## src/design/bmh_pkg.sv

```systemverilog
package bmh_pkg;

  // width and reset value of the keep_count register
  localparam int unsigned CFG_BITS = 5;
  localparam logic [CFG_BITS-1:0] KEEP_RESET = 5'd16;

  // operation codes of an input beat
  localparam logic OP_INSERT = 1'b0;
  localparam logic OP_DRAIN  = 1'b1;

  // result load request from the sequencer to the output register
  typedef struct packed {
    logic load;
    logic last;
    logic empty;
  } emit_t;

endpackage

```

## src/design/bmh_ifs.sv

```systemverilog
// input channel: insert or drain request
interface bmh_in_if #(
  parameter int unsigned KEY_BITS   = 32,
  parameter int unsigned INDEX_BITS = 16
);
  logic                  valid;
  logic                  ready;
  logic                  op;
  logic [KEY_BITS-1:0]   key;
  logic [INDEX_BITS-1:0] index;

  modport source (output valid, output op, output key, output index, input ready);
  modport sink   (input valid, input op, input key, input index, output ready);
endinterface

// result channel: one kept pair per beat
interface bmh_out_if #(
  parameter int unsigned KEY_BITS   = 32,
  parameter int unsigned INDEX_BITS = 16
);
  logic                  valid;
  logic                  ready;
  logic [KEY_BITS-1:0]   out_key;
  logic [INDEX_BITS-1:0] out_index;
  logic                  last;
  logic                  empty_res;

  modport source (output valid, output out_key, output out_index, output last,
                  output empty_res, input ready);
  modport sink   (input valid, input out_key, input out_index, input last,
                  input empty_res, output ready);
endinterface

// configuration channel: keep_count write data
interface bmh_cfg_if;
  logic                          valid;
  logic                          ready;
  logic [bmh_pkg::CFG_BITS-1:0]  data;

  modport source (output valid, output data, input ready);
  modport sink   (input valid, input data, output ready);
endinterface

```

## src/design/bmh_ram.sv

```systemverilog
module bmh_ram #(
  parameter int unsigned W = 48,
  parameter int unsigned D = 17
) (
  input  logic                 clk,
  input  logic                 we,
  input  logic [$clog2(D)-1:0] wa,
  input  logic [W-1:0]         wd,
  input  logic [$clog2(D)-1:0] ra,
  input  logic [$clog2(D)-1:0] rb,
  output logic [W-1:0]         qa,
  output logic [W-1:0]         qb
);

  logic [W-1:0] mem [D];

  // one write port
  always_ff @(posedge clk) begin
    if (we) begin
      mem[wa] <= wd;
    end
  end

  // two registered read ports
  always_ff @(posedge clk) begin
    qa <= mem[ra];
    qb <= mem[rb];
  end

endmodule

```

## src/design/bmh_seq.sv

```systemverilog
module bmh_seq #(
  parameter int unsigned MAX_KEEP   = 16,
  parameter int unsigned KEY_BITS   = 32,
  parameter int unsigned INDEX_BITS = 16,
  localparam int unsigned DW    = KEY_BITS + INDEX_BITS,
  localparam int unsigned DEPTH = MAX_KEEP + 1,
  localparam int unsigned AW    = $clog2(DEPTH)
) (
  input  logic                          clk,
  input  logic                          rst_n,
  bmh_in_if.sink                        in_ch,
  input  logic [bmh_pkg::CFG_BITS-1:0]  keep,
  input  logic                          out_free,
  output bmh_pkg::emit_t                emit,
  output logic [DW-1:0]                 em_data,
  output logic                          we,
  output logic [AW-1:0]                 wa,
  output logic [DW-1:0]                 wd,
  output logic [AW-1:0]                 ra,
  output logic [AW-1:0]                 rb,
  input  logic [DW-1:0]                 qa,
  input  logic [DW-1:0]                 qb
);

  localparam int unsigned CW  = $clog2(MAX_KEEP + 2);
  localparam int unsigned LW  = (CW > bmh_pkg::CFG_BITS) ? CW : bmh_pkg::CFG_BITS;
  localparam int unsigned CHW = AW + 2;

  localparam logic [3:0] S_IDLE     = 4'd0;
  localparam logic [3:0] S_ROOT_RD  = 4'd1;
  localparam logic [3:0] S_ROOT_CMP = 4'd2;
  localparam logic [3:0] S_UP_RD    = 4'd3;
  localparam logic [3:0] S_UP_CMP   = 4'd4;
  localparam logic [3:0] S_RM_RD    = 4'd5;
  localparam logic [3:0] S_RM_LD    = 4'd6;
  localparam logic [3:0] S_DN_RD    = 4'd7;
  localparam logic [3:0] S_DN_CMP   = 4'd8;
  localparam logic [3:0] S_DR_RD    = 4'd9;
  localparam logic [3:0] S_DR_LD    = 4'd10;
  localparam logic [3:0] S_EMPTY    = 4'd11;

  logic [3:0]    state_r, state_nxt;
  logic [CW-1:0] cnt_r, cnt_nxt;
  logic [AW-1:0] pos_r, pos_nxt;
  logic [DW-1:0] mv_r, mv_nxt;
  logic          full_r, full_nxt;
  logic          drain_r, drain_nxt;

  logic [LW-1:0]       kc_w, lim_w, cnt_w;
  logic [KEY_BITS-1:0] mv_key, qa_key, qb_key, ch_key;
  logic [AW-1:0]       parent;
  logic [CHW-1:0]      l_c, r_c;
  logic                pick_l;
  logic [DW-1:0]       ch_data;
  logic [AW-1:0]       ch_addr;

  // active limit: zero acts as one, above MAX_KEEP acts as MAX_KEEP
  always_comb begin
    kc_w  = LW'(keep);
    cnt_w = LW'(cnt_r);
    if (keep == '0) begin
      lim_w = LW'(1);
    end else if (kc_w > LW'(MAX_KEEP)) begin
      lim_w = LW'(MAX_KEEP);
    end else begin
      lim_w = kc_w;
    end
  end

  // key fields and heap neighbors of the current position
  assign mv_key = mv_r[DW-1 -: KEY_BITS];
  assign qa_key = qa[DW-1 -: KEY_BITS];
  assign qb_key = qb[DW-1 -: KEY_BITS];
  assign parent = AW'((pos_r - AW'(1)) >> 1);
  assign l_c    = CHW'({pos_r, 1'b1});
  assign r_c    = CHW'({pos_r, 1'b0}) + CHW'(2);

  // child pick: left when it is the last entry or strictly larger than the right
  assign pick_l  = (l_c == (CHW'(cnt_r) - CHW'(1))) || (qa_key > qb_key);
  assign ch_data = pick_l ? qa : qb;
  assign ch_key  = ch_data[DW-1 -: KEY_BITS];
  assign ch_addr = pick_l ? AW'(l_c) : AW'(r_c);

  assign in_ch.ready = (state_r == S_IDLE);

  // sequencer
  always_comb begin
    state_nxt = state_r;
    cnt_nxt   = cnt_r;
    pos_nxt   = pos_r;
    mv_nxt    = mv_r;
    full_nxt  = full_r;
    drain_nxt = drain_r;
    we        = 1'b0;
    wa        = pos_r;
    wd        = mv_r;
    ra        = '0;
    rb        = '0;
    emit      = '0;
    em_data   = qa;
    case (state_r)
      S_IDLE: begin
        if (in_ch.valid) begin
          if (in_ch.op == bmh_pkg::OP_INSERT) begin
            mv_nxt    = {in_ch.key, in_ch.index};
            drain_nxt = 1'b0;
            if (cnt_w < lim_w) begin
              pos_nxt   = AW'(cnt_r);
              full_nxt  = 1'b0;
              state_nxt = S_UP_RD;
            end else begin
              state_nxt = S_ROOT_RD;
            end
          end else begin
            drain_nxt = 1'b1;
            state_nxt = (cnt_r == '0) ? S_EMPTY : S_DR_RD;
          end
        end
      end
      S_ROOT_RD: begin
        ra        = '0;
        state_nxt = S_ROOT_CMP;
      end
      S_ROOT_CMP: begin
        if (mv_key < qa_key) begin
          pos_nxt   = AW'(cnt_r);
          full_nxt  = 1'b1;
          state_nxt = S_UP_RD;
        end else begin
          state_nxt = S_IDLE;
        end
      end
      S_UP_RD: begin
        if (pos_r == '0) begin
          we        = 1'b1;
          cnt_nxt   = cnt_r + CW'(1);
          state_nxt = full_r ? S_RM_RD : S_IDLE;
        end else begin
          ra        = parent;
          state_nxt = S_UP_CMP;
        end
      end
      S_UP_CMP: begin
        we = 1'b1;
        if (qa_key < mv_key) begin
          wd        = qa;
          pos_nxt   = parent;
          state_nxt = S_UP_RD;
        end else begin
          cnt_nxt   = cnt_r + CW'(1);
          state_nxt = full_r ? S_RM_RD : S_IDLE;
        end
      end
      S_RM_RD: begin
        ra        = AW'(cnt_r - CW'(1));
        cnt_nxt   = cnt_r - CW'(1);
        state_nxt = S_RM_LD;
      end
      S_RM_LD: begin
        mv_nxt  = qa;
        pos_nxt = '0;
        if (cnt_r == '0) begin
          state_nxt = S_IDLE;
        end else begin
          state_nxt = S_DN_RD;
        end
      end
      S_DN_RD: begin
        if (CW'(pos_r) < (cnt_r >> 1)) begin
          ra        = AW'(l_c);
          rb        = AW'(r_c);
          state_nxt = S_DN_CMP;
        end else begin
          we        = 1'b1;
          state_nxt = drain_r ? S_DR_RD : S_IDLE;
        end
      end
      S_DN_CMP: begin
        we = 1'b1;
        if (ch_key > mv_key) begin
          wd        = ch_data;
          pos_nxt   = ch_addr;
          state_nxt = S_DN_RD;
        end else begin
          state_nxt = drain_r ? S_DR_RD : S_IDLE;
        end
      end
      S_DR_RD: begin
        if (out_free) begin
          ra        = '0;
          state_nxt = S_DR_LD;
        end
      end
      S_DR_LD: begin
        emit.load  = 1'b1;
        emit.last  = (cnt_r == CW'(1));
        emit.empty = 1'b0;
        state_nxt  = S_RM_RD;
      end
      S_EMPTY: begin
        em_data = '0;
        if (out_free) begin
          emit.load  = 1'b1;
          emit.empty = 1'b1;
          state_nxt  = S_IDLE;
        end
      end
      default: begin
        state_nxt = S_IDLE;
      end
    endcase
  end

  // removal after a drain beat that emptied the heap ends in idle
  // (finish of sift-down checks drain with count left)

  // control registers
  always_ff @(posedge clk) begin
    if (!rst_n) begin
      state_r <= S_IDLE;
      cnt_r   <= '0;
      full_r  <= 1'b0;
      drain_r <= 1'b0;
      pos_r   <= '0;
    end else begin
      state_r <= state_nxt;
      cnt_r   <= cnt_nxt;
      full_r  <= full_nxt;
      drain_r <= drain_nxt;
      pos_r   <= pos_nxt;
    end
  end

  // moving pair
  always_ff @(posedge clk) begin
    mv_r <= mv_nxt;
  end

endmodule

```

## src/design/bounded_max_heap_top_k_top.sv

```systemverilog
// Keeper of the keep_count smallest (key, index) pairs in a binary max-heap.
// in_ch carries beats with op insert (key, index) or op drain. An insert
// gives no result. A drain gives one out_ch beat per kept pair, largest key
// first, last set on the final one, and leaves the heap empty; a drain of an
// empty heap gives a single beat with empty_res set and all else zero.
// cfg_ch writes keep_count (k); write it only while the block is idle.
// One beat is worked at a time; in_ch.ready is high only when idle. Each heap
// level is a registered memory read, then a compare and write back, on a
// store of MAX_KEEP+1 entries with two read ports and one write port.
// Insert into a heap with room: sift-up only.
// Insert into a full heap: root read and compare (a key not below the root
// is dropped), sift-up, then root removal and sift-down.
// Drain: per emitted pair a root read to the output, removal and sift-down.
// Results sit in an output register; a stalled receiver holds the beat and
// the drain waits for the register to free before reading the next root.
// Reset (rst_n low at a clock edge) empties the heap and sets keep_count to
// 16; the store itself needs no clearing pass.
module bounded_max_heap_top_k_top #(
  parameter int unsigned MAX_KEEP   = 16,
  parameter int unsigned KEY_BITS   = 32,
  parameter int unsigned INDEX_BITS = 16
) (
  input  logic       clk,
  input  logic       rst_n,
  bmh_in_if.sink     in_ch,
  bmh_out_if.source  out_ch,
  bmh_cfg_if.sink    cfg_ch
);

  localparam int unsigned DW    = KEY_BITS + INDEX_BITS;
  localparam int unsigned DEPTH = MAX_KEEP + 1;
  localparam int unsigned AW    = $clog2(DEPTH);

  logic [bmh_pkg::CFG_BITS-1:0] keep_r;
  logic                         out_valid_r;
  logic [KEY_BITS-1:0]          out_key_r;
  logic [INDEX_BITS-1:0]        out_index_r;
  logic                         out_last_r;
  logic                         out_empty_r;
  logic                         out_free;
  bmh_pkg::emit_t               emit;
  logic [DW-1:0]                em_data;
  logic                         we;
  logic [AW-1:0]                wa, ra, rb;
  logic [DW-1:0]                wd, qa, qb;

  // configuration register
  assign cfg_ch.ready = 1'b1;

  always_ff @(posedge clk) begin
    if (!rst_n) begin
      keep_r <= bmh_pkg::KEEP_RESET;
    end else if (cfg_ch.valid) begin
      keep_r <= cfg_ch.data;
    end
  end

  // heap store
  bmh_ram #(
    .W (DW),
    .D (DEPTH)
  ) u_ram (
    .clk (clk),
    .we  (we),
    .wa  (wa),
    .wd  (wd),
    .ra  (ra),
    .rb  (rb),
    .qa  (qa),
    .qb  (qb)
  );

  // heap sequencer
  bmh_seq #(
    .MAX_KEEP   (MAX_KEEP),
    .KEY_BITS   (KEY_BITS),
    .INDEX_BITS (INDEX_BITS)
  ) u_seq (
    .clk      (clk),
    .rst_n    (rst_n),
    .in_ch    (in_ch),
    .keep     (keep_r),
    .out_free (out_free),
    .emit     (emit),
    .em_data  (em_data),
    .we       (we),
    .wa       (wa),
    .wd       (wd),
    .ra       (ra),
    .rb       (rb),
    .qa       (qa),
    .qb       (qb)
  );

  // output register
  assign out_free = !out_valid_r || out_ch.ready;

  always_ff @(posedge clk) begin
    if (!rst_n) begin
      out_valid_r <= 1'b0;
    end else if (emit.load) begin
      out_valid_r <= 1'b1;
    end else if (out_ch.ready) begin
      out_valid_r <= 1'b0;
    end
  end

  always_ff @(posedge clk) begin
    if (emit.load) begin
      out_key_r   <= em_data[DW-1 -: KEY_BITS];
      out_index_r <= em_data[INDEX_BITS-1:0];
      out_last_r  <= emit.last;
      out_empty_r <= emit.empty;
    end
  end

  assign out_ch.valid     = out_valid_r;
  assign out_ch.out_key   = out_key_r;
  assign out_ch.out_index = out_index_r;
  assign out_ch.last      = out_last_r;
  assign out_ch.empty_res = out_empty_r;

endmodule
```

## src/flat_wrapper.sv

```systemverilog
// flat-port wrapper written by rule: the top's interface ports become plain ports
module bounded_max_heap_top_k_top_flat 
#(
  parameter int unsigned MAX_KEEP   = 16,
  parameter int unsigned KEY_BITS   = 32,
  parameter int unsigned INDEX_BITS = 16
)
  (clk, rst_n, in_ch_valid, in_ch_op, in_ch_key, in_ch_index, in_ch_ready, out_ch_valid, out_ch_out_key, out_ch_out_index, out_ch_last, out_ch_empty_res, out_ch_ready, cfg_ch_valid, cfg_ch_data, cfg_ch_ready);
  bmh_in_if #(.KEY_BITS(KEY_BITS), .INDEX_BITS(INDEX_BITS)) in_ch_i ();
  bmh_out_if #(.KEY_BITS(KEY_BITS), .INDEX_BITS(INDEX_BITS)) out_ch_i ();
  bmh_cfg_if cfg_ch_i ();
  input  logic clk;
  input  logic rst_n;
  input wire logic [$bits(in_ch_i.valid)-1:0] in_ch_valid;
  input wire logic [$bits(in_ch_i.op)-1:0] in_ch_op;
  input wire logic [$bits(in_ch_i.key)-1:0] in_ch_key;
  input wire logic [$bits(in_ch_i.index)-1:0] in_ch_index;
  output wire logic [$bits(in_ch_i.ready)-1:0] in_ch_ready;
  output wire logic [$bits(out_ch_i.valid)-1:0] out_ch_valid;
  output wire logic [$bits(out_ch_i.out_key)-1:0] out_ch_out_key;
  output wire logic [$bits(out_ch_i.out_index)-1:0] out_ch_out_index;
  output wire logic [$bits(out_ch_i.last)-1:0] out_ch_last;
  output wire logic [$bits(out_ch_i.empty_res)-1:0] out_ch_empty_res;
  input wire logic [$bits(out_ch_i.ready)-1:0] out_ch_ready;
  input wire logic [$bits(cfg_ch_i.valid)-1:0] cfg_ch_valid;
  input wire logic [$bits(cfg_ch_i.data)-1:0] cfg_ch_data;
  output wire logic [$bits(cfg_ch_i.ready)-1:0] cfg_ch_ready;
  assign in_ch_i.valid = in_ch_valid;
  assign in_ch_i.op = in_ch_op;
  assign in_ch_i.key = in_ch_key;
  assign in_ch_i.index = in_ch_index;
  assign in_ch_ready = in_ch_i.ready;
  assign out_ch_valid = out_ch_i.valid;
  assign out_ch_out_key = out_ch_i.out_key;
  assign out_ch_out_index = out_ch_i.out_index;
  assign out_ch_last = out_ch_i.last;
  assign out_ch_empty_res = out_ch_i.empty_res;
  assign out_ch_i.ready = out_ch_ready;
  assign cfg_ch_i.valid = cfg_ch_valid;
  assign cfg_ch_i.data = cfg_ch_data;
  assign cfg_ch_ready = cfg_ch_i.ready;
  bounded_max_heap_top_k_top #(.MAX_KEEP(MAX_KEEP), .KEY_BITS(KEY_BITS), .INDEX_BITS(INDEX_BITS)) u_core (.clk(clk), .rst_n(rst_n), .in_ch(in_ch_i), .out_ch(out_ch_i), .cfg_ch(cfg_ch_i));
endmodule
```

## config.mk

```make
export PLATFORM = sky130hd
export DESIGN_NAME = bounded_max_heap_top_k_top_flat
export DESIGN_NICKNAME = d
export VERILOG_FILES = /design/src/design/bmh_pkg.sv /design/src/design/bmh_ifs.sv /design/src/design/bmh_ram.sv /design/src/design/bmh_seq.sv /design/src/design/bounded_max_heap_top_k_top.sv /design/src/flat_wrapper.sv
export SDC_FILE = /design/constraint.sdc
export NUM_CORES = 2
export LEC_CHECK = 0
export ABC_AREA = 1
export BUFFER_PORTS_ARGS = -buffer_cell sky130_fd_sc_hd__buf_2
export CAP_MARGIN = 15
export CORE_MARGIN = 2
export CORE_UTILIZATION = 55
export DETAILED_ROUTE_END_ITERATION = 6
export PLACE_DENSITY = 0.74
export REMOVE_ABC_BUFFERS = 1
export SLEW_MARGIN = 20
export SYNTH_ARGS = -nofsm -noshare
export SYNTH_HDL_FRONTEND = slang
export SYNTH_HIERARCHICAL = 1
export SYNTH_SLANG_ARGS = --single-unit
```

## constraint.sdc

```tcl
create_clock -name clk -period 7.1 [get_ports clk]
set_clock_uncertainty 0.05 [all_clocks]
set_input_delay 1.42 -clock clk [delete_from_list [all_inputs] [get_ports clk]]
set_output_delay 1.42 -clock clk [all_outputs]
set_load 0.005 [all_outputs]
```

==> flow_summary.toml <==
[sta]
rsz0062_at_grt = "false"
timing.hold.ws_ns = 0.414
setup-tns-final_ns = 0
timing_hold_violations_final = 0
setup_violations = 0
clock.fmax_mhz = 155
layout_worst_path_cycle_share_pct = 90.9
slew-limit-headroom_pct = 2.70
period_needed_ns = 6.45
timing_worst_slew_pin_value_ns = 1.46
maxSlewViolCount = 0
final_critical_path_setup_slack_ns = 0.647

[global_routing]
grt_antenna_before_repair = 3
grt_overflow_total = 0
grt_first_pass_wirelength_mm = 255
grt_use_total_pct = 34.3
via_count_of_the_first_global_routing_pass = 43200
grt_start_max_net_pins = 386

[critical_path]
timing.critical_path.slowest_cell_delay_ns = 0.87
worst_path_cell_chain = "inv_2 > ha_1 > a21oi_1 > o211ai_1 > nor3_2 > nand4_4 > nand2_4 > o21ai_1 > ha_1 > nand4_1 > nor3_1 > and3_1 > nand2_1 > nand2_1 > nand3_1 > inv_1 > buf_4 > nand2_1 > a21oi_1"
critical-path-slowest-cell = "sky130_fd_sc_hd__a21oi_1"
critical_path_peak_fanout = 71
rrSetupSlack_ns = 0.65
critical_path.reg2reg.startpoint = "u_core/u_seq/cnt_r[0]"
timing.critical_path.mode_cell = "sky130_fd_sc_hd__nand2_1"
worstReg2RegEnd = "u_core/u_ram/mem[12][30]"
start_kind = "flip-flop"
worst-path-buf-inv = 3
timing.critical_path.to_type = "flip-flop"
timing.setup.critical_path_class = "reg -> reg"
critPathTopFamily = "simple AND/OR/NAND/NOR gates"
critPathRequiredTime_ns = 7.38
worst_ep_arrival_time_ns = 6.73
ff2ff_path_depth = 19

[worst_hold_path]
hold_start = "u_core/u_ram/mem[16][6]"
hold_path_end = "u_core/u_ram/qa[6]"
min_path_type = "reg -> reg"
min_path_cells = 2

[clocking]
cts.root.buffer_cell = "sky130_fd_sc_hd__clkbuf_16"
postCtsSetupRepairBufs = 0
cts_inserted_buffers = 108
cts.hold.buffers_added = 0
clock_path_buffers = 3
cts_tree = "yes"
worst_setup_hold_path_clk_slew_ns = 0.07
ctsHtreeMaxLevel = 3
clock_sinks = 1032
clk_latency_ns = 0.71
post_cts_resize_count = 0

[route]
drc = 0
initialDrtViolationCount = 6975
dr.pass1.iters = 7
vias_after_detailed_routing = 45600
avgRoutedWirePerCell_um = 23.6
wl_mm = 173
count_of_nets_left_with_antenna_violations_after_detail_routing = 0
route.detailed.vias_per_inst = 6.21

[synth]
synth_cells = 6047
ys_top_cells_by_area = "sky130_fd_sc_hd__edfxtp_1 (52%), sky130_fd_sc_hd__nand2_1 (19%), sky130_fd_sc_hd__nand3_1 (11%)"
avgSynthCellArea_sq_um = 8.73
synthDistinctLibCells = 48
synthesis.area_sq_um = 52800
yosysWarnings = 6
yosysSeqAreaShare_pct = 56.5
yosysTopAreaCellShare_pct = 52.0
postSynthRegisterBits = 1032
synth_top_cell_by_area = "sky130_fd_sc_hd__edfxtp_1"

[power]
power_per_cell_area_nw_per_um2 = 342
vdd_ir_drop_max_mv = 0.247
total_switching_power_mw = 6.71
cellInternalPower_mw = 12.9
design_power_total_mw = 19.6
switching_share_pct = 34.2
clock_power_share_pct = 30.6
p_comb_share_pct = 27.7
power.sequential.fraction_pct = 41.7
leak_pwr_nw = 23.4

[floorplan]
rows = 113
floorplan.die_area_sq_um = 98500
placeableCoreArea_sq_um = 95000
die_width_um = 314
initial_utilization_pct = 55.6
die-height_um = 314
io_pins = 112

[run]
timing.max_cap.violations = 0

[cells_and_area]
area_delta_synth_final_pct = 8.72
finish.net_count = 6154
layout-drive-gt1-share_pct = 7.42
antenna_cells_inserted = 0

[place]
placement.io_buffers = 110
detailedPlace.worstSlack_ns = 0.970
routability_congestion_estimate = 0.941
hpwlAfterDp_mm = 90.5

[run_status]
outcome = "finished clean"
==> cells in the mapped netlist (all sizes together) <==
master	count
o221ai	1
a21o	1
clkinv	1
dfxtp	118
xor2	10
o21ai	127
nand3	1204
o31ai	1
o21a	7
clkbuf	61
o21bai	1
ha	109
nand4	20
buf	319
o22ai	1
a21oi	92
nor2	180
a211oi	1
xnor2	2
nand3b	1
nor3	6
nor3b	1
conb	2
edfxtp	914
nand2	2648
or2	2
and3	1
nor4	3
inv	184
o211ai	29
==> sequential cells by signal, summed over array words and instances, names as in the netlist <==
register	flops
u_core/u_ram/qb	48
u_core/u_seq/drain_r	1
u_core/keep_r	5
u_core/u_ram/qa	48
u_core/out_ch.empty_res	1
u_core/u_seq/cnt_r	5
u_core/out_ch.out_index	16
u_core/u_seq/full_r	1
u_core/u_seq/state_r	4
u_core/out_ch.last	1
u_core/u_seq/mv_r	48
u_core/u_ram/mem	816
u_core/out_ch.out_key	32
u_core/u_seq/wa	5
u_core/out_ch.valid	1
==> area by class of cell <==
type	instances	area, sq um
repair buffers	209	1420
well taps	1265	1580
clock buffers	137	2940
flip-flops and latches	1032	29800
clock inverters	67	812
inverters	185	729
fillers	7901	37600
multi-input cells	4450	20100
==> metal layers <==
layer	vias to the layer above	GRT usage, %	part of all wire [%]
met5	-	0	0
met4	0	18.9	5.8
met3	732	7.49	14
met2	3569	53.3	44
met1	21100	45.1	36
li1	20200	-	-
==> worst reg2reg max path, cell delays in order, from the launching register on <==
cell and delay [ns]:
sky130_fd_sc_hd__dfxtp_1 0.53, sky130_fd_sc_hd__inv_2 0.10, sky130_fd_sc_hd__ha_1 0.39, sky130_fd_sc_hd__a21oi_1 0.17, sky130_fd_sc_hd__o211ai_1 0.12, sky130_fd_sc_hd__nor3_2 0.25, sky130_fd_sc_hd__nand4_4 0.17, sky130_fd_sc_hd__nand2_4 0.71
sky130_fd_sc_hd__o21ai_1 0.26, sky130_fd_sc_hd__ha_1 0.35, sky130_fd_sc_hd__nand4_1 0.17, sky130_fd_sc_hd__nor3_1 0.27, sky130_fd_sc_hd__and3_1 0.23, sky130_fd_sc_hd__nand2_1 0.06, sky130_fd_sc_hd__nand2_1 0.07, sky130_fd_sc_hd__nand3_1 0.34
sky130_fd_sc_hd__inv_1 0.36, sky130_fd_sc_hd__buf_4 0.46, sky130_fd_sc_hd__nand2_1 0.14, sky130_fd_sc_hd__a21oi_1 0.87
==> kinds of logic after synthesis <==
| family | Yosys count | synth area share, % |
|---|---|---|
| simple gates | 4066 | 32.0 |
| buf+inv | 565 | 5.87 |
| flops | 1032 | 56.5 |
| fa+ha+maj | 109 | 2.58 |
| xor+xnor | 12 | 0.213 |
| compound gates | 261 | 2.82 |
| other cells | 2 | 0.0142 |
==> worst max-delay path by stage <==
stage	end	from	cells after the start	slack [ns]
2_1_floorplan	u_core/u_ram/qa[0]	u_core/u_seq/state_r[0]	15	-15.07
3_3_place_gp	u_core/u_ram/mem[14][30]	u_core/u_seq/cnt_r[0]	19	1.19
3_5_place_dp	u_core/u_ram/mem[14][30]	u_core/u_seq/cnt_r[0]	19	0.97
4_1_cts	u_core/u_ram/mem[12][30]	u_core/u_seq/cnt_r[0]	19	0.89
5_1_grt	u_core/u_ram/mem[12][30]	u_core/u_seq/cnt_r[1]	19	0.35
6_report	u_core/u_ram/mem[12][30]	u_core/u_seq/cnt_r[0]	19	0.65
==> cells in the final DEF (no fill, tap or decap), drive strengths merged, types with 2 or more instances in the layout <==
cell type / n
clkinvlp: 5
o211ai: 29
o21ai: 127
nor2: 180
edfxtp: 914
conb: 2
xnor2: 2
dfxtp: 118
buf: 196
clkbuf: 150
xor2: 10
nor3: 6
bufinv: 18
or2: 2
ha: 109
inv: 189
nand2: 2648
nor4: 3
a21oi: 92
nand3: 1204
clkinv: 40
o21a: 7
nand4: 20
==> power groups by stage <==
| stage | sequential [mW] | combinational, mW | clock (mW) |
|---|---|---|---|
| floorplan | 8.20 | 3.60 | 0 |
| global placement | 8.28 | 4.99 | 0 |
| detailed placement | 8.30 | 5.10 | 0 |
| CTS | 8.18 | 5.14 | 6.01 |
| global route | 8.22 | 5.91 | 6.25 |
| finish | 8.18 | 5.44 | 5.99 |
==> metrics by stage <==
stage | utilization, % | instance area, sq um | std cells
global placement | 56.3 | 53500 | 7119
floorplan | - | 50400 | 5667
global route | 60.4 | 57400 | 7345
CTS | 60.2 | 57200 | 7327
finish | 60.4 | 57400 | 7345
detailed placement | 56.3 | 53500 | 7123
No activity file was read; power rests on OpenSTA's default activity.
